===== config.mk =====
export PLATFORM = sky130hd
export DESIGN_NAME = camera_shutter_timer_menu
export DESIGN_NICKNAME = d
export VERILOG_FILES = /design/src/hw/rtl/cstm_pkg.sv /design/src/hw/rtl/cstm_cfg.sv /design/src/hw/rtl/cstm_core.sv /design/src/hw/rtl/camera_shutter_timer_menu.sv
export SDC_FILE = /design/constraint.sdc
export NUM_CORES = 1
export LEC_CHECK = 0
export BUFFER_PORTS_ARGS = -buffer_cell sky130_fd_sc_hd__buf_2
export CORE_UTILIZATION = 55
export DETAILED_ROUTE_END_ITERATION = 12
export PLACE_DENSITY = 0.81
export SYNTH_ARGS = -nofsm -noshare
export SYNTH_HDL_FRONTEND = slang
export SYNTH_HIERARCHICAL = 1
export SYNTH_SLANG_ARGS = --single-unit

===== constraint.sdc =====
create_clock -name clk -period 24.7 [get_ports clk]
set_input_delay 2.47 -clock clk [delete_from_list [all_inputs] [get_ports clk]]
set_output_delay 2.47 -clock clk [all_outputs]
set_load 0.03 [all_outputs]

===== src/hw/rtl/cstm_pkg.sv =====
// ============================================================================
// cstm_pkg
// Types, codes and helpers shared by the shutter timer menu modules.
// ============================================================================
package cstm_pkg;

    localparam int unsigned CFG_W   = 13;
    localparam int unsigned SET_W   = 8;
    localparam int unsigned CNT_W   = 20;
    localparam int unsigned MENU_W  = 4;
    localparam int unsigned KIND_W  = 3;

    localparam logic [CNT_W-1:0] CNT_MAX = {CNT_W{1'b1}};
    localparam logic [SET_W-1:0] SET_MAX = 8'd254;
    localparam logic [SET_W-1:0] SET_MIN = 8'd1;

    localparam logic [SET_W-1:0] SELF_DELAY_RST = 8'd10;
    localparam logic [SET_W-1:0] LAPSE_RST      = 8'd10;
    localparam logic [SET_W-1:0] EXPOSURE_RST   = 8'd30;
    localparam logic [CFG_W-1:0] TPS_RST        = 13'd100;
    localparam logic [CFG_W-1:0] PULSE_RST      = 13'd1;

    // config register indexes
    localparam logic REG_TICKS_PER_SECOND = 1'b0;
    localparam logic REG_PULSE_TICKS      = 1'b1;

    // event kinds
    localparam logic [KIND_W-1:0] KIND_NONE   = 3'd0;
    localparam logic [KIND_W-1:0] KIND_OK     = 3'd1;
    localparam logic [KIND_W-1:0] KIND_INC    = 3'd2;
    localparam logic [KIND_W-1:0] KIND_DEC    = 3'd3;
    localparam logic [KIND_W-1:0] KIND_CANCEL = 3'd4;
    localparam logic [KIND_W-1:0] KIND_TICK   = 3'd5;

    // menu state numbers
    localparam logic [MENU_W-1:0] MS_INIT         = 4'd0;
    localparam logic [MENU_W-1:0] MS_SELF_BROWSE  = 4'd1;
    localparam logic [MENU_W-1:0] MS_SELF_SELECT  = 4'd2;
    localparam logic [MENU_W-1:0] MS_SELF_ACTIVE  = 4'd3;
    localparam logic [MENU_W-1:0] MS_LAPSE_BROWSE = 4'd4;
    localparam logic [MENU_W-1:0] MS_LAPSE_SELECT = 4'd5;
    localparam logic [MENU_W-1:0] MS_LAPSE_ACTIVE = 4'd6;
    localparam logic [MENU_W-1:0] MS_BULB_BROWSE  = 4'd7;
    localparam logic [MENU_W-1:0] MS_BULB_SELECT  = 4'd8;
    localparam logic [MENU_W-1:0] MS_BULB_ACTIVE  = 4'd9;
    localparam logic [MENU_W-1:0] MS_DBULB_BROWSE = 4'd10;
    localparam logic [MENU_W-1:0] MS_DBULB_SELECT = 4'd11;
    localparam logic [MENU_W-1:0] MS_DBULB_ACTIVE = 4'd12;
    localparam logic [MENU_W-1:0] MS_TBULB_BROWSE = 4'd13;
    localparam logic [MENU_W-1:0] MS_TBULB_SELECT = 4'd14;
    localparam logic [MENU_W-1:0] MS_TBULB_ACTIVE = 4'd15;

    typedef enum logic [15:0] {
        ST_INIT         = 16'h0001,
        ST_SELF_BROWSE  = 16'h0002,
        ST_SELF_SELECT  = 16'h0004,
        ST_SELF_ACTIVE  = 16'h0008,
        ST_LAPSE_BROWSE = 16'h0010,
        ST_LAPSE_SELECT = 16'h0020,
        ST_LAPSE_ACTIVE = 16'h0040,
        ST_BULB_BROWSE  = 16'h0080,
        ST_BULB_SELECT  = 16'h0100,
        ST_BULB_ACTIVE  = 16'h0200,
        ST_DBULB_BROWSE = 16'h0400,
        ST_DBULB_SELECT = 16'h0800,
        ST_DBULB_ACTIVE = 16'h1000,
        ST_TBULB_BROWSE = 16'h2000,
        ST_TBULB_SELECT = 16'h4000,
        ST_TBULB_ACTIVE = 16'h8000
    } menu_state_t;

    typedef enum logic [2:0] {
        PH_WAIT = 3'b001,
        PH_OPEN = 3'b010,
        PH_DONE = 3'b100
    } phase_t;

    typedef enum logic [1:0] {
        ROLE_BROWSE = 2'd0,
        ROLE_SELECT = 2'd1,
        ROLE_ACTIVE = 2'd2,
        ROLE_INIT   = 2'd3
    } role_t;

    typedef struct packed {
        logic [CFG_W-1:0] ticks_per_second;
        logic [CFG_W-1:0] pulse_ticks;
    } cfg_t;

    typedef struct packed {
        logic [MENU_W-1:0] menu_state;
        logic              shutter_held;
        logic [SET_W-1:0]  shown_value;
        logic [1:0]        blink_mode;
    } result_t;

    function automatic logic [MENU_W-1:0] menu_num(input menu_state_t st);
        logic [MENU_W-1:0] num;
        num = '0;
        for (int i = 0; i < 16; i++)
        begin
            if (st[i])
            begin
                num = num | MENU_W'(i);
            end
        end
        return num;
    endfunction

    function automatic menu_state_t menu_onehot(input logic [MENU_W-1:0] num);
        return menu_state_t'(16'h0001 << num);
    endfunction

    function automatic role_t role_of(input logic [MENU_W-1:0] num);
        role_t r;
        unique case (num)
            MS_SELF_BROWSE, MS_LAPSE_BROWSE, MS_BULB_BROWSE,
            MS_DBULB_BROWSE, MS_TBULB_BROWSE: r = ROLE_BROWSE;
            MS_SELF_SELECT, MS_LAPSE_SELECT, MS_BULB_SELECT,
            MS_DBULB_SELECT, MS_TBULB_SELECT: r = ROLE_SELECT;
            MS_SELF_ACTIVE, MS_LAPSE_ACTIVE, MS_BULB_ACTIVE,
            MS_DBULB_ACTIVE, MS_TBULB_ACTIVE: r = ROLE_ACTIVE;
            default:                          r = ROLE_INIT;
        endcase
        return r;
    endfunction

    function automatic logic [SET_W-1:0] adjust(input logic [SET_W-1:0] v,
                                                input logic [KIND_W-1:0] kind);
        logic [SET_W-1:0] r;
        r = v;
        if (kind == KIND_INC && v < SET_MAX)
        begin
            r = v + 8'd1;
        end
        else if (kind == KIND_DEC && v > SET_MIN)
        begin
            r = v - 8'd1;
        end
        return r;
    endfunction

endpackage


===== src/hw/rtl/cstm_cfg.sv =====
// ============================================================================
// cstm_cfg
// Configuration registers: ticks per second and shutter pulse length.
// ============================================================================
module cstm_cfg
(
    input  logic                       clk,
    input  logic                       rst_n,
    input  logic                       wr_en,
    input  logic                       wr_index,
    input  logic [cstm_pkg::CFG_W-1:0] wr_data,
    output cstm_pkg::cfg_t             cfg
);

    logic [cstm_pkg::CFG_W-1:0] tps_reg;
    logic [cstm_pkg::CFG_W-1:0] pulse_reg;

    always_ff @(posedge clk or negedge rst_n)
    begin
        if (!rst_n)
        begin
            tps_reg   <= cstm_pkg::TPS_RST;
            pulse_reg <= cstm_pkg::PULSE_RST;
        end
        else if (wr_en)
        begin
            unique case (wr_index)
                cstm_pkg::REG_TICKS_PER_SECOND: tps_reg   <= wr_data;
                cstm_pkg::REG_PULSE_TICKS:      pulse_reg <= wr_data;
            endcase
        end
    end

    assign cfg.ticks_per_second = tps_reg;
    assign cfg.pulse_ticks      = pulse_reg;

endmodule


===== src/hw/rtl/cstm_core.sv =====
// ============================================================================
// cstm_core
// Menu state machine, settings and tick counter; one event per step.
// ============================================================================
module cstm_core
(
    input  logic                        clk,
    input  logic                        rst_n,
    input  logic                        step,
    input  logic [cstm_pkg::KIND_W-1:0] kind,
    input  logic                        pot_ready,
    input  cstm_pkg::cfg_t              cfg,
    output cstm_pkg::result_t           res
);

    cstm_pkg::menu_state_t      state_reg;
    cstm_pkg::menu_state_t      state_next;
    cstm_pkg::phase_t           phase_reg;
    cstm_pkg::phase_t           phase_next;
    logic [cstm_pkg::SET_W-1:0] self_delay_reg;
    logic [cstm_pkg::SET_W-1:0] self_delay_next;
    logic [cstm_pkg::SET_W-1:0] lapse_reg;
    logic [cstm_pkg::SET_W-1:0] lapse_next;
    logic [cstm_pkg::SET_W-1:0] exposure_reg;
    logic [cstm_pkg::SET_W-1:0] exposure_next;
    logic [cstm_pkg::CNT_W-1:0] tick_reg;
    logic [cstm_pkg::CNT_W-1:0] tick_next;
    logic                       shutter_reg;
    logic                       shutter_next;

    logic [cstm_pkg::MENU_W-1:0] cur;
    logic [cstm_pkg::MENU_W-1:0] num_next;
    cstm_pkg::role_t             role_cur;
    cstm_pkg::role_t             role_new;
    logic [cstm_pkg::SET_W-1:0]  secs_sel;
    logic [cstm_pkg::CNT_W:0]    prod;
    logic [cstm_pkg::CNT_W-1:0]  sat_ticks;
    logic [cstm_pkg::CNT_W-1:0]  cnt_inc;
    logic [cstm_pkg::CNT_W-1:0]  target;
    logic                        reached;
    logic                        is_repeat;

    assign cur      = cstm_pkg::menu_num(state_reg);
    assign role_cur = cstm_pkg::role_of(cur);

    always_comb
    begin
        unique case (cur)
            cstm_pkg::MS_SELF_ACTIVE:  secs_sel = self_delay_reg;
            cstm_pkg::MS_LAPSE_ACTIVE: secs_sel = lapse_reg;
            cstm_pkg::MS_DBULB_ACTIVE: secs_sel = 8'd1;
            default:                   secs_sel = exposure_reg;
        endcase
    end

    assign prod      = (cstm_pkg::CNT_W+1)'(secs_sel)
                     * (cstm_pkg::CNT_W+1)'(cfg.ticks_per_second);
    assign sat_ticks = prod[cstm_pkg::CNT_W] ? cstm_pkg::CNT_MAX : prod[cstm_pkg::CNT_W-1:0];
    assign cnt_inc   = (tick_reg == cstm_pkg::CNT_MAX) ? cstm_pkg::CNT_MAX
                                                       : tick_reg + 20'd1;
    assign is_repeat = (cur == cstm_pkg::MS_SELF_ACTIVE) || (cur == cstm_pkg::MS_LAPSE_ACTIVE);
    assign target    = (is_repeat && phase_reg == cstm_pkg::PH_OPEN)
                     ? cstm_pkg::CNT_W'(cfg.pulse_ticks) : sat_ticks;
    assign reached   = cnt_inc >= target;

    always_comb
    begin
        num_next        = cur;
        phase_next      = phase_reg;
        self_delay_next = self_delay_reg;
        lapse_next      = lapse_reg;
        exposure_next   = exposure_reg;
        tick_next       = tick_reg;
        shutter_next    = shutter_reg;

        unique case (role_cur)
            cstm_pkg::ROLE_INIT:
            begin
                if (pot_ready)
                begin
                    num_next = cstm_pkg::MS_SELF_BROWSE;
                end
            end
            cstm_pkg::ROLE_BROWSE:
            begin
                if (kind == cstm_pkg::KIND_OK)
                begin
                    num_next = cur + 4'd1;
                end
                else if (kind == cstm_pkg::KIND_INC)
                begin
                    num_next = (cur == cstm_pkg::MS_TBULB_BROWSE) ? cstm_pkg::MS_SELF_BROWSE
                                                                  : cur + 4'd3;
                end
                else if (kind == cstm_pkg::KIND_DEC)
                begin
                    num_next = (cur == cstm_pkg::MS_SELF_BROWSE) ? cstm_pkg::MS_TBULB_BROWSE
                                                                 : cur - 4'd3;
                end
            end
            cstm_pkg::ROLE_SELECT:
            begin
                if (kind == cstm_pkg::KIND_OK)
                begin
                    num_next     = cur + 4'd1;
                    tick_next    = '0;
                    phase_next   = cstm_pkg::PH_WAIT;
                    shutter_next = (cur == cstm_pkg::MS_BULB_SELECT)
                                || (cur == cstm_pkg::MS_TBULB_SELECT);
                end
                else if (kind == cstm_pkg::KIND_CANCEL)
                begin
                    num_next = cur - 4'd1;
                end
                else if (cur == cstm_pkg::MS_SELF_SELECT)
                begin
                    self_delay_next = cstm_pkg::adjust(self_delay_reg, kind);
                end
                else if (cur == cstm_pkg::MS_LAPSE_SELECT)
                begin
                    lapse_next = cstm_pkg::adjust(lapse_reg, kind);
                end
                else if (cur == cstm_pkg::MS_TBULB_SELECT)
                begin
                    exposure_next = cstm_pkg::adjust(exposure_reg, kind);
                end
            end
            cstm_pkg::ROLE_ACTIVE:
            begin
                if (kind == cstm_pkg::KIND_CANCEL)
                begin
                    shutter_next = 1'b0;
                    phase_next   = cstm_pkg::PH_WAIT;
                    tick_next    = '0;
                    num_next     = cur - 4'd1;
                end
                else if (kind == cstm_pkg::KIND_TICK)
                begin
                    if (is_repeat)
                    begin
                        if (phase_reg == cstm_pkg::PH_WAIT)
                        begin
                            tick_next = cnt_inc;
                            if (reached)
                            begin
                                shutter_next = 1'b1;
                                tick_next    = '0;
                                phase_next   = cstm_pkg::PH_OPEN;
                            end
                        end
                        else if (phase_reg == cstm_pkg::PH_OPEN)
                        begin
                            tick_next = cnt_inc;
                            if (reached)
                            begin
                                shutter_next = 1'b0;
                                tick_next    = '0;
                                phase_next   = (cur == cstm_pkg::MS_SELF_ACTIVE)
                                             ? cstm_pkg::PH_DONE : cstm_pkg::PH_WAIT;
                            end
                        end
                    end
                    else if (cur == cstm_pkg::MS_DBULB_ACTIVE)
                    begin
                        if (phase_reg == cstm_pkg::PH_WAIT)
                        begin
                            tick_next = cnt_inc;
                            if (reached)
                            begin
                                shutter_next = 1'b1;
                                phase_next   = cstm_pkg::PH_OPEN;
                            end
                        end
                    end
                    else if (cur == cstm_pkg::MS_TBULB_ACTIVE)
                    begin
                        tick_next = cnt_inc;
                        if (reached)
                        begin
                            shutter_next = 1'b0;
                            tick_next    = '0;
                            phase_next   = cstm_pkg::PH_WAIT;
                            num_next     = cstm_pkg::MS_TBULB_SELECT;
                        end
                    end
                end
            end
        endcase
    end

    assign state_next = cstm_pkg::menu_onehot(num_next);
    assign role_new   = cstm_pkg::role_of(num_next);

    always_comb
    begin
        res.menu_state   = num_next;
        res.shutter_held = shutter_next;
        res.blink_mode   = (role_new == cstm_pkg::ROLE_INIT) ? 2'd0 : 2'(role_new);
        res.shown_value  = '0;
        if (role_new == cstm_pkg::ROLE_SELECT || role_new == cstm_pkg::ROLE_ACTIVE)
        begin
            if (num_next <= cstm_pkg::MS_SELF_ACTIVE)
            begin
                res.shown_value = self_delay_next;
            end
            else if (num_next <= cstm_pkg::MS_LAPSE_ACTIVE)
            begin
                res.shown_value = lapse_next;
            end
            else if (num_next >= cstm_pkg::MS_TBULB_BROWSE)
            begin
                res.shown_value = exposure_next;
            end
        end
    end

    always_ff @(posedge clk or negedge rst_n)
    begin
        if (!rst_n)
        begin
            state_reg      <= cstm_pkg::ST_INIT;
            phase_reg      <= cstm_pkg::PH_WAIT;
            self_delay_reg <= cstm_pkg::SELF_DELAY_RST;
            lapse_reg      <= cstm_pkg::LAPSE_RST;
            exposure_reg   <= cstm_pkg::EXPOSURE_RST;
            tick_reg       <= '0;
            shutter_reg    <= 1'b0;
        end
        else if (step)
        begin
            state_reg      <= state_next;
            phase_reg      <= phase_next;
            self_delay_reg <= self_delay_next;
            lapse_reg      <= lapse_next;
            exposure_reg   <= exposure_next;
            tick_reg       <= tick_next;
            shutter_reg    <= shutter_next;
        end
    end

endmodule


===== src/hw/rtl/camera_shutter_timer_menu.sv =====
// ============================================================================
// camera_shutter_timer_menu
// Camera remote menu controller: self-timer, time-lapse, bulb, delayed bulb
// and timed bulb modes driven by button and timer tick events.
// ============================================================================
// Usage:
//   s_* stream carries one event per beat: tuser holds the event kind,
//   tdata[0] the front-end ready flag. m_* stream returns one beat per event
//   with the menu state, shutter level, shown setting and blink mode after
//   that event. cfg_* writes ticks_per_second (index 0) or pulse_ticks
//   (index 1); write only while no event is in flight.
// Path: an accepted event is held in the input register and processed by the
//   core logic; its result is registered into the output register, from which
//   m_* presents it until it is taken.
// Throughput: one event per cycle, back to back, while m_tready is high; the
//   whole menu update is one pass of logic between input and result registers.
// Reset: menu in init, settings 10/10/30 seconds, shutter closed, config
//   registers 100 ticks per second and 1 tick pulse, both streams empty.
// Stall: a result waits in the output register while m_tready is low; one
//   more event is held in the input register, then s_tready drops.
// ============================================================================
module camera_shutter_timer_menu
(
    input  logic                        clk,
    input  logic                        rst_n,
    input  logic                        s_tvalid,
    output logic                        s_tready,
    input  logic [7:0]                  s_tdata,   // [0] pot_ready, [7:1] zero
    input  logic [cstm_pkg::KIND_W-1:0] s_tuser,   // [2:0] kind
    output logic                        m_tvalid,
    input  logic                        m_tready,
    output logic [15:0]                 m_tdata,   // [3:0] menu_state, [4] shutter_held,
                                                   // [12:5] shown_value, [14:13] blink_mode,
                                                   // [15] zero
    input  logic                        cfg_valid,
    output logic                        cfg_ready,
    input  logic                        cfg_index,
    input  logic [cstm_pkg::CFG_W-1:0]  cfg_data
);

    logic                        in_valid_reg;
    logic                        in_valid_next;
    logic [cstm_pkg::KIND_W-1:0] kind_reg;
    logic                        pot_ready_reg;
    logic                        out_valid_reg;
    logic                        out_valid_next;
    cstm_pkg::result_t           out_reg;
    cstm_pkg::result_t           res;
    cstm_pkg::cfg_t              cfg;
    logic                        advance;
    logic                        in_take;

    assign cfg_ready = 1'b1;

    cstm_cfg u_cfg
    (
        .clk      (clk),
        .rst_n    (rst_n),
        .wr_en    (cfg_valid & cfg_ready),
        .wr_index (cfg_index),
        .wr_data  (cfg_data),
        .cfg      (cfg)
    );

    cstm_core u_core
    (
        .clk       (clk),
        .rst_n     (rst_n),
        .step      (advance),
        .kind      (kind_reg),
        .pot_ready (pot_ready_reg),
        .cfg       (cfg),
        .res       (res)
    );

    assign advance        = in_valid_reg & (~out_valid_reg | m_tready);
    assign s_tready       = ~in_valid_reg | advance;
    assign in_take        = s_tvalid & s_tready;
    assign in_valid_next  = in_take | (in_valid_reg & ~advance);
    assign out_valid_next = advance | (out_valid_reg & ~m_tready);

    always_ff @(posedge clk or negedge rst_n)
    begin
        if (!rst_n)
        begin
            in_valid_reg  <= 1'b0;
            out_valid_reg <= 1'b0;
        end
        else
        begin
            in_valid_reg  <= in_valid_next;
            out_valid_reg <= out_valid_next;
        end
    end

    always_ff @(posedge clk)
    begin
        if (in_take)
        begin
            kind_reg      <= s_tuser;
            pot_ready_reg <= s_tdata[0];
        end
        if (advance)
        begin
            out_reg <= res;
        end
    end

    assign m_tvalid = out_valid_reg;
    assign m_tdata  = {1'b0, out_reg.blink_mode, out_reg.shown_value,
                       out_reg.shutter_held, out_reg.menu_state};

endmodule

==> impl_results.rst <==
.. list-table::
   :header-rows: 1

   * - Metric
     - Value
   * - Gate count of the mapped netlist
     - 1277
   * - Final ANT Viol Nets
     - 0
   * - Post-Route Setup TNS
     - 0 ns
   * - Number of enable-type register cells in the synthesized netlist
     - 19
   * - Clock tree from TritonCTS
     - built
   * - Chip height
     - 145.9 µm
   * - Initial antenna violation count
     - 0
   * - Max incr delay on CP
     - 0.89 ns
   * - Vias after detailed routing
     - 9560
   * - Post-synth cell types
     - 89
   * - Arrival time at the worst endpoint
     - 12.43 ns
   * - Result of the run
     - finished clean
   * - Type of the worst min-delay path
     - register to register
   * - CTS max path bufs
     - 2
   * - Share of Yosys cell area claimed by the top area cell type
     - 17.15%
   * - Required arrival time at the worst endpoint
     - 24.89 ns
   * - Kind of critical path
     - register to register
   * - Depth of the critical timing path with buffers and inverters included
     - 38
   * - Launch point of the worst reg-to-reg path
     - u_core/state_reg[14]
   * - RR Endpoint
     - m_tdata[9]
   * - Wire length of the first global-routing pass
     - 45660 µm
   * - CTS buffer count
     - 9
   * - Startpoint of the tightest hold check path
     - u_cfg/pulse_reg[3]
   * - Total routing usage reported by global routing
     - 26.32%
   * - Fin crit period
     - 12.24 ns
   * - Hold-fix buffers at CTS
     - 0
   * - Total setup violations reported at the end of the flow
     - 0
   * - Cell area after synthesis
     - 11380 µm²
   * - Worst setup SP type
     - register
   * - CP Capture Type
     - register
   * - Count of buffer and inverter cells on the critical path
     - 3
   * - Number of setup buffers added after CTS
     - 0
   * - Vias per std cell
     - 6.184
   * - Detailed-routing iteration count for the pre-antenna-repair pass
     - 7
   * - Slowest library cell on the worst path
     - sky130_fd_sc_hd__nor3_1
   * - Count of input and output buffers
     - 39
   * - Routed WL
     - 27060 µm
   * - Max frequency
     - 0.08167 GHz
   * - Final slew viol count
     - 0
   * - Standard-cell rows
     - 52
   * - Kind of cell with the highest combined delay on the critical path
     - simple AND/OR/NAND/NOR gates
   * - Reg-to-reg setup timing slack
     - 12.46 ns
   * - Biggest area contributors in the synthesized netlist
     - sky130_fd_sc_hd__dfrtp_1, sky130_fd_sc_hd__fa_1, sky130_fd_sc_hd__ha_1
   * - Vias in the first global route
     - 9283
   * - Share of layout cells above drive strength 1
     - 10.89%
   * - Number of cells on the worst hold path
     - 1
   * - Post_cts resized
     - 0
   * - Flip-flop count of the largest register, all copies and words added
     - 20
   * - Fraction of synthesis flops using an asynchronous set or reset pin
     - 82.73%
   * - Worst Hold End
     - u_cfg/pulse_reg[3]
   * - Insertion delay to the later sink of the worst-skew pair
     - 0.36 ns
   * - Routability cong.
     - 0.9415
   * - Total of flip-flops plus latches after synthesis
     - 110
   * - HPWL reported at the end of detailed placement
     - 20280 µm
   * - Area inside the core boundary
     - 20230 µm²
   * - Tightest slew margin relative to the limit
     - 33.70%
   * - Depth of the worst register-to-register path
     - 38
   * - Remaining design rule violation count
     - 0
   * - Net count of the mapped netlist
     - 1454
   * - Initial cell density of the core
     - 56.26%
   * - Worst-margin pin slew
     - 0.9869 ns
   * - Main synth FF type
     - sky130_fd_sc_hd__dfrtp_1
   * - Top Ports
     - 49
   * - X dimension of the die
     - 145.9 µm
   * - Die footprint
     - 21280 µm²
   * - Sink Count
     - 110
   * - Master cell of the clock root buffer
     - sky130_fd_sc_hd__clkbuf_16
   * - Largest net degree at the start of global routing
     - 62
   * - Period utilization
     - 49.57%
   * - Remaining Overflow, GRT
     - 0
   * - Synth-to-layout area growth
     - 5.342%
   * - Final Hold Vio Count
     - 0
   * - Post-DR wirelength/cell
     - 17.50 µm
   * - Clock-pin slew reported for the worst setup and hold paths after clock tree synthesis
     - 0.08 ns
   * - Max Cap Violations
     - 0
   * - Cell taking the most area after synthesis
     - sky130_fd_sc_hd__dfrtp_1
   * - Iter 0 DRT Violations
     - 911
   * - Number of diodes added for antenna fixing
     - 0
   * - Timing startpoint of the critical path
     - u_core/state_reg[14]
   * - H-tree lvl count
     - 3
   * - Post-synthesis area per instance
     - 8.914 µm²
   * - Final nets
     - 1448
   * - Warnings, synthesis
     - 6
   * - CP max FO
     - 14
   * - Unrepaired setup endpoints after global routing
     - no
   * - Sequential fraction of the synthesis area
     - 25.16%
   * - Post-route clock skew
     - 0.007689 ns
## Yosys cell counts, types with 9 or more instances
master / count
sky130_fd_sc_hd__nand2_1: 120
sky130_fd_sc_hd__inv_1: 113
sky130_fd_sc_hd__and2_1: 89
sky130_fd_sc_hd__ha_1: 81
sky130_fd_sc_hd__dfrtp_1: 78
sky130_fd_sc_hd__nor2_1: 71
sky130_fd_sc_hd__o21ai_0: 67
sky130_fd_sc_hd__fa_1: 66
sky130_fd_sc_hd__clkbuf_1: 43
sky130_fd_sc_hd__xnor2_1: 42
sky130_fd_sc_hd__a21oi_1: 39
sky130_fd_sc_hd__nand3_1: 34
sky130_fd_sc_hd__xor2_1: 31
sky130_fd_sc_hd__a22o_1: 30
sky130_fd_sc_hd__nor3_1: 28
sky130_fd_sc_hd__edfxtp_1: 19
sky130_fd_sc_hd__mux2_2: 19
sky130_fd_sc_hd__a21o_1: 16
sky130_fd_sc_hd__and3_1: 16
sky130_fd_sc_hd__o22ai_1: 15
sky130_fd_sc_hd__a31oi_1: 14
sky130_fd_sc_hd__dfstp_2: 13
sky130_fd_sc_hd__or3_1: 13
sky130_fd_sc_hd__buf_2: 11
sky130_fd_sc_hd__nand2b_1: 11
sky130_fd_sc_hd__nand4_1: 11
sky130_fd_sc_hd__o21a_1: 11
sky130_fd_sc_hd__mux2_4: 10
sky130_fd_sc_hd__a211oi_1: 9
sky130_fd_sc_hd__a22oi_1: 9
## logic make-up after synthesis
kind of cell    share of synthesized area (%)
compound gates                          17.51
xor+xnor                                5.617
fa+ha+maj                               20.51
buf+inv                                 6.353
flops                                   25.16
mux                                     3.726
other cells                           0.06597
simple gates                            21.06
## area by class of cell
cell class | count | area, µm²
Fill cell | 1773 | 8243
Multi-Input combinational cell | 989 | 7796
Sequential cell | 110 | 2864
Inverter | 114 | 427.9
Tap cell | 270 | 337.8
Timing Repair Buffer | 47 | 257.7
Clock buffer | 9 | 225.2
Clock inverter | 7 | 82.58
## cell usage in the layout (no fill, tap or decap), drive strengths merged, types with 9 or more instances in the layout
cell    Yosys  final
and2       90     90
inv       114    116
a21oi      40     40
a22o       30     30
a22oi       9      9
edfxtp     19     19
buf        21     47
nand3      34     34
dfstp      13     13
ha         81     81
clkbuf     43      9
a211oi     11     11
nand2b     11     11
or3        13     13
a31oi      15     15
and3       16     16
o21ai      69     69
o21a       11     11
dfrtp      78     78
nor2       72     72
xor2       31     31
a21o       16     16
mux2       29     29
nor4       11     11
nand4      11     11
nand2     121    121
fa         66     66
nor3       31     31
xnor2      42     42
or4         9      9
nor2b       9      9
o22ai      15     15
## how the worst max path moves through the flow
stage / slack [ns] / end
floorplan: 15.01 / m_tdata[11]
global placement: 12.99 / m_tdata[11]
detailed placement: 12.75 / m_tdata[11]
CTS: 12.71 / m_tdata[11]
global route: 11.72 / m_tdata[11]
finish: 12.46 / m_tdata[9]
## per-stage QoR
step	area (µm²)	std cells	setup slack, ns	utilization [%]	hold WS, ns
6_report	11990	1546	12.46	59.26	0.5171
5_1_grt	11990	1546	11.72	59.26	0.5286
4_1_cts	11990	1546	12.71	59.26	0.5156
3_5_place_dp	11680	1530	12.75	57.74	0.4859
3_3_place_gp	11680	1530	12.99	57.74	0.4877
2_1_floorplan	11380	1277	15.01	-	0.4739
## routing by layer
metal,track usage [%],wire length (µm)
met5,0,0
met4,7.632,651
met3,3.166,1484
met2,44.57,13180
met1,35.42,11750
Power is not shown: default switching activity piles up to over one toggle a cycle in this logic, so the estimate is an artifact.
